## src/hw/rtl/bsc_pkg.sv

```systemverilog
`default_nettype none

package bsc_pkg;

	localparam int unsigned SideW = 64;
	localparam int unsigned DivStages = 32;

	localparam logic [31:0] TempOffset = 32'd4000;
	localparam logic [31:0] CoefA = 32'd3038;
	localparam logic [31:0] CoefB = 32'd0 - 32'd7357;
	localparam logic [31:0] CoefC = 32'd3791;
	localparam logic [31:0] PressScale = 32'd50000;
	localparam logic [31:0] B4Offset = 32'd32768;
	localparam logic [31:0] PressMax = 32'd262143;

	typedef enum logic [2:0] {
		RegAcSigned   = 3'd0,
		RegAcUnsigned = 3'd1,
		RegBPair      = 3'd2,
		RegMcMd       = 3'd3,
		RegOss        = 3'd4,
		RegCalValid   = 3'd5
	} cfg_reg_t;

	typedef enum logic [1:0] {
		StOk      = 2'd0,
		StNoCal   = 2'd1,
		StZeroDiv = 2'd2
	} status_t;

	typedef struct packed {
		logic [31:0] x1;
		logic [23:0] rawp;
		logic        den_zero;
		logic        neg;
		logic [5:0]  pad;
	} temp_side_t;

	typedef struct packed {
		logic [15:0] t16;
		logic        den_zero;
		logic        b4_zero;
		logic        post_shl;
		logic [44:0] pad;
	} press_side_t;

	function automatic logic [31:0] asr32(input logic [31:0] x, input logic [4:0] n);
		return 32'($signed(x) >>> n);
	endfunction

	function automatic logic [31:0] mul32(input logic [31:0] a, input logic [31:0] b);
		logic [63:0] full;
		full = a * b;
		return full[31:0];
	endfunction

	function automatic logic [31:0] sext16(input logic [15:0] v);
		return {{16{v[15]}}, v};
	endfunction

endpackage

`default_nettype wire

```

## src/hw/rtl/bsc_pcorr.sv

```systemverilog
`default_nettype none

// Second-order pressure correction, clamping and result register.
module bsc_pcorr (
	input  wire logic                 clk,
	input  wire logic                 arst_n,
	input  wire logic                 adv,
	input  wire logic                 in_valid,
	input  wire logic [31:0]          quo,
	input  wire bsc_pkg::press_side_t side,
	input  wire logic                 cal_valid,
	output logic                      out_valid,
	output logic [1:0]                status,
	output logic signed [15:0]        temperature_tenths,
	output logic [17:0]               pressure_pascal
);

	bsc_pkg::press_side_t side_s1, side_s2, side_s3, side_s4;
	logic v_s1, v_s2, v_s3, v_s4, v_s5;
	logic [31:0] p_s1, p_s2, p_s3, pf_s4;
	logic [31:0] m1_s2, m2_s2, m3_s3, x2_s3;
	logic [1:0]  status_s5;
	logic [15:0] temp_s5;
	logic [17:0] pres_s5;

	logic [31:0] x1_c;
	logic [17:0] clamp_c;

	assign x1_c = bsc_pkg::asr32(p_s1, 5'd8);

	always_comb begin
		if (pf_s4[31]) begin
			clamp_c = '0;
		end else if (pf_s4 > bsc_pkg::PressMax) begin
			clamp_c = bsc_pkg::PressMax[17:0];
		end else begin
			clamp_c = pf_s4[17:0];
		end
	end

	always_ff @(posedge clk or negedge arst_n) begin
		if (!arst_n) begin
			v_s1 <= 1'b0;
			v_s2 <= 1'b0;
			v_s3 <= 1'b0;
			v_s4 <= 1'b0;
			v_s5 <= 1'b0;
		end else if (adv) begin
			v_s1 <= in_valid;
			v_s2 <= v_s1;
			v_s3 <= v_s2;
			v_s4 <= v_s3;
			v_s5 <= v_s4;
		end
	end

	always_ff @(posedge clk) begin
		if (adv) begin
			p_s1    <= side.post_shl ? {quo[30:0], 1'b0} : quo;
			side_s1 <= side;
			m1_s2   <= bsc_pkg::mul32(x1_c, x1_c);
			m2_s2   <= bsc_pkg::mul32(bsc_pkg::CoefB, p_s1);
			p_s2    <= p_s1;
			side_s2 <= side_s1;
			m3_s3   <= bsc_pkg::mul32(m1_s2, bsc_pkg::CoefA);
			x2_s3   <= bsc_pkg::asr32(m2_s2, 5'd16);
			p_s3    <= p_s2;
			side_s3 <= side_s2;
			pf_s4   <= p_s3 + bsc_pkg::asr32(bsc_pkg::asr32(m3_s3, 5'd16) + x2_s3
				+ bsc_pkg::CoefC, 5'd4);
			side_s4 <= side_s3;
			if (!cal_valid) begin
				status_s5 <= bsc_pkg::StNoCal;
				temp_s5   <= '0;
				pres_s5   <= '0;
			end else if (side_s4.den_zero) begin
				status_s5 <= bsc_pkg::StZeroDiv;
				temp_s5   <= '0;
				pres_s5   <= '0;
			end else if (side_s4.b4_zero) begin
				status_s5 <= bsc_pkg::StZeroDiv;
				temp_s5   <= side_s4.t16;
				pres_s5   <= '0;
			end else begin
				status_s5 <= bsc_pkg::StOk;
				temp_s5   <= side_s4.t16;
				pres_s5   <= clamp_c;
			end
		end
	end

	assign out_valid          = v_s5;
	assign status             = status_s5;
	assign temperature_tenths = temp_s5;
	assign pressure_pascal    = pres_s5;

endmodule

`default_nettype wire

```

## config.mk

```make
export PLATFORM = sky130hd
export DESIGN_NAME = bsc_pcorr
export DESIGN_NICKNAME = d
export VERILOG_FILES = /design/src/hw/rtl/bsc_pkg.sv /design/src/hw/rtl/bsc_pcorr.sv
export SDC_FILE = /design/constraint.sdc
export NUM_CORES = 2
export LEC_CHECK = 0
export BUFFER_PORTS_ARGS = -buffer_cell sky130_fd_sc_hd__buf_4
export CAP_MARGIN = 20
export CORE_ASPECT_RATIO = 0.5
export CORE_MARGIN = 10
export CORE_UTILIZATION = 59
export CTS_CLUSTER_SIZE = 14
export DETAILED_ROUTE_END_ITERATION = 12
export PLACE_DENSITY = 0.78
export SYNTH_ARGS = -nofsm -noshare
export SYNTH_HDL_FRONTEND = slang
export SYNTH_SLANG_ARGS = --single-unit
```

## constraint.sdc

```tcl
create_clock -name clk -period 15.2 [get_ports clk]
set_clock_uncertainty 0.05 [all_clocks]
set_input_delay 2.28 -clock clk [delete_from_list [all_inputs] [get_ports clk]]
set_output_delay 2.28 -clock clk [all_outputs]
set_load 0.03 [all_outputs]
```

==> summary.md <==
| Metric | Value |
|---|---|
| H-tree lvl count | `1` |
| Number of synthesized flops with an enable pin | `313` |
| Worst hold path type | `reg2reg` |
| Clk_lat worst skew | `590 ps` |
| Max_slew headroom | `0.349` |
| Initial antenna violation count | `0` |
| Vias in the first global route | `22.4k` |
| CTS tree | `built` |
| Share of the yosys chip area belonging to registers | `0.275` |
| Die Y-Extent | `191 um` |
| Final hold viol count | `0` |
| Count leader, synth | `inv_1` |
| Post-cts gate resize count | `0` |
| GR Overflow Total | `0` |
| Max cap viols | `0` |
| Setup TNS | `0 ps` |
| Period utilization | `0.504` |
| Min cycle time layout | `7660 ps` |
| Gr usage total | `0.208` |
| Total clock sinks | `318` |
| Yosys synthesis warning count | `0` |
| Post-CTS Hold Fix Bufs | `0` |
| Share of the synthesized area in the top cell type | `0.323` |
| Routed length per instance | `17.7 um` |
| Clk buf depth | `3` |
| Critical Path RT | `approximately 15000 ps` |
| Total Die Area | `69500 um2` |
| RR Startpoint | `p_s1[11]` |
| FMAX | `131 MHz` |
| Flops & latches, synth | `approximately 320` |
| Total CTS buffers | `31` |
| CTS root buf | `clkbuf_16` |
| Max-slew violations | `0` |
| Top_reg_cell synth | `edfxtp_1` |
| Commonest cells in the netlist | `inv_1 (861), fa_1 (560), ha_1 (411)` |
| Std-Cell Rows | `62` |
| Yosys cell types | `74` |
| Gate Count Post-Synth | `3034` |
| # diodes | `0` |
| Worst Tran Pin Value | `973 ps` |
| Largest net degree at the start of global routing | `111` |
| # IOs | `138` |
| IO Port Bufs | `92` |
| Placer Congestion | `0.882` |
| Drc violations | `0` |
| Core footprint | `57800 um2` |
| Syn Area/Cell | `11.4 um2` |
| Worst Path Arrival | `7920 ps` |
| Via-to-Cell Ratio | `~5.3` |
| Initial core utilization | `0.600` |
| Post-synth design cell area | `34700 um2` |
| Final WL | `around 69000 um` |
| Drt first pass iters | `5` |
| Finish-stage setup viols | `0` |
| Clock transition at path regs | `70 ps` |
| Critical Path End Type | `flop` |
| Maximum fanout along the worst path | `22` |
| Crit path launch | `p_s1[11]` |
| Outcome | `finished clean` |
| Layout cells sized above 1 | `0.0720` |
| Hold path startpoint | `side_s2[48]` |
| First-pass GRT wire length | `116000 um` |
| CP Class | `reg2reg` |
| DR iter-0 viols | `about 1.4k` |
| Async SR Flop Fraction | `0.0157` |
| Detailed Place HPWL | `between 50000 and 60000 um` |
| Post-CTS Setup Bufs | `0` |
| Die W | `about 360 um` |
| Via count | `20.9k` |
| Kind of start point of the critical path | `flop` |
| Number of routed nets with antenna violations | `0` |
| Synth area leaders | `fa_1 (32%), edfxtp_1 (27%), ha_1 (15%)` |
| P&R area growth vs syn | `7.69%` |
| RSZ-0062 raised after global routing | `no` |
| Cell accounting for the most synthesized area | `fa_1` |
| # nets final | `about 4.2k` |
worst max-delay path: stages, from the launching register on:
cell and delay (ps):
edfxtp_1 330, buf_4 320, clkinv_1 580, nor2_1 460, fa_1 500, fa_1 490, inv_1 50, fa_1 440
fa_1 520, fa_1 540, inv_1 50, fa_1 470, inv_1 40, fa_1 470, inv_1 40, ha_1 310
o21ai_0 310, a21oi_1 120, o21ai_0 190, a21oi_1 120, o41ai_2 330, o21ai_1 210, nand2b_1 140, a31oi_1 100
xnor2_1 170
stage by stage:
step	setup WS, ps	std cells	util	instance area (um2)	hold slack (ps)
2_1_floorplan	8570	3036	-	34700	350
3_3_place_gp	7830	3877	0.629	36400	351
3_5_place_dp	7610	3877	0.629	36400	355
4_1_cts	7590	3933	0.646	37300	367
5_1_grt	7210	3934	0.646	37300	369
6_report	7540	3934	0.646	37300	365
area by class of cell:
class	count	area [um2]
multi-input cells	1812	21800
clock buffers	41	833
well taps	768	961
inverters	866	3250
clock inverters	15	125
fillers	4240	20500
repair buffers	114	883
flip-flops and latches	318	9520
registers in the layout, summed over array words and instances (netlist names), 18 cells and up:
register         count
side_s4             18
m1_s2               29
side_s3             18
pf_s4               32
p_s2                32
p_s1                32
side_s2             18
p_s3                32
side_s1             18
pressure_pascal     18
logic make-up after synthesis:
kind of cell / synth area share
DFF: 0.275
buffers and inverters: 0.0981
AOI/OAI and AO/OA: 0.0529
and+or+nand+nor: 0.0537
muxes: 0.0120
xor gates and xnor gates: 0.0369
adders and majority gates: 0.472
other: 0.000108
placed cells by master (no fill, tap or decap), types with 8 or more instances in the layout:
master / count
fa_1: 560
nand2_1: 134
and2_1: 74
o21a_1: 32
and3_1: 8
mux2_2: 36
xor2_1: 37
o21ai_0: 27
inv_1: 861
nand4_1: 8
nand2b_1: 9
nor2_1: 110
a21oi_1: 58
xnor2_1: 109
ha_1: 411
o21bai_1: 11
buf_4: 112
clkbuf_16: 31
nand3_1: 17
a21o_1: 34
o21ai_1: 13
edfxtp_1: 313
nor3_1: 19
clkbuf_1: 8
per-layer routing:
layer	wire length (um)	vias up	global-route usage
li1	-	9667	-
met1	29500	10500	0.286
met2	33900	600	0.347
met3	4640	112	0.0336
met4	1450	0	0.0465
met5	0	-	0
final timing paths:
check | end | slack [ps] | cells after the start
min reg2reg | side_s3[48] | 370 | 0
min | side_s3[48] | 370 | 0
max reg2reg | m1_s2[30] | 7540 | 24
min in group asynchronous | v_s2 | 1450 | 1
max | m1_s2[30] | 7540 | 24
max in group asynchronous | out_valid | 13540 | 1
Power is not shown: default switching activity piles up to over one toggle a cycle in this logic, so the estimate is an artifact.
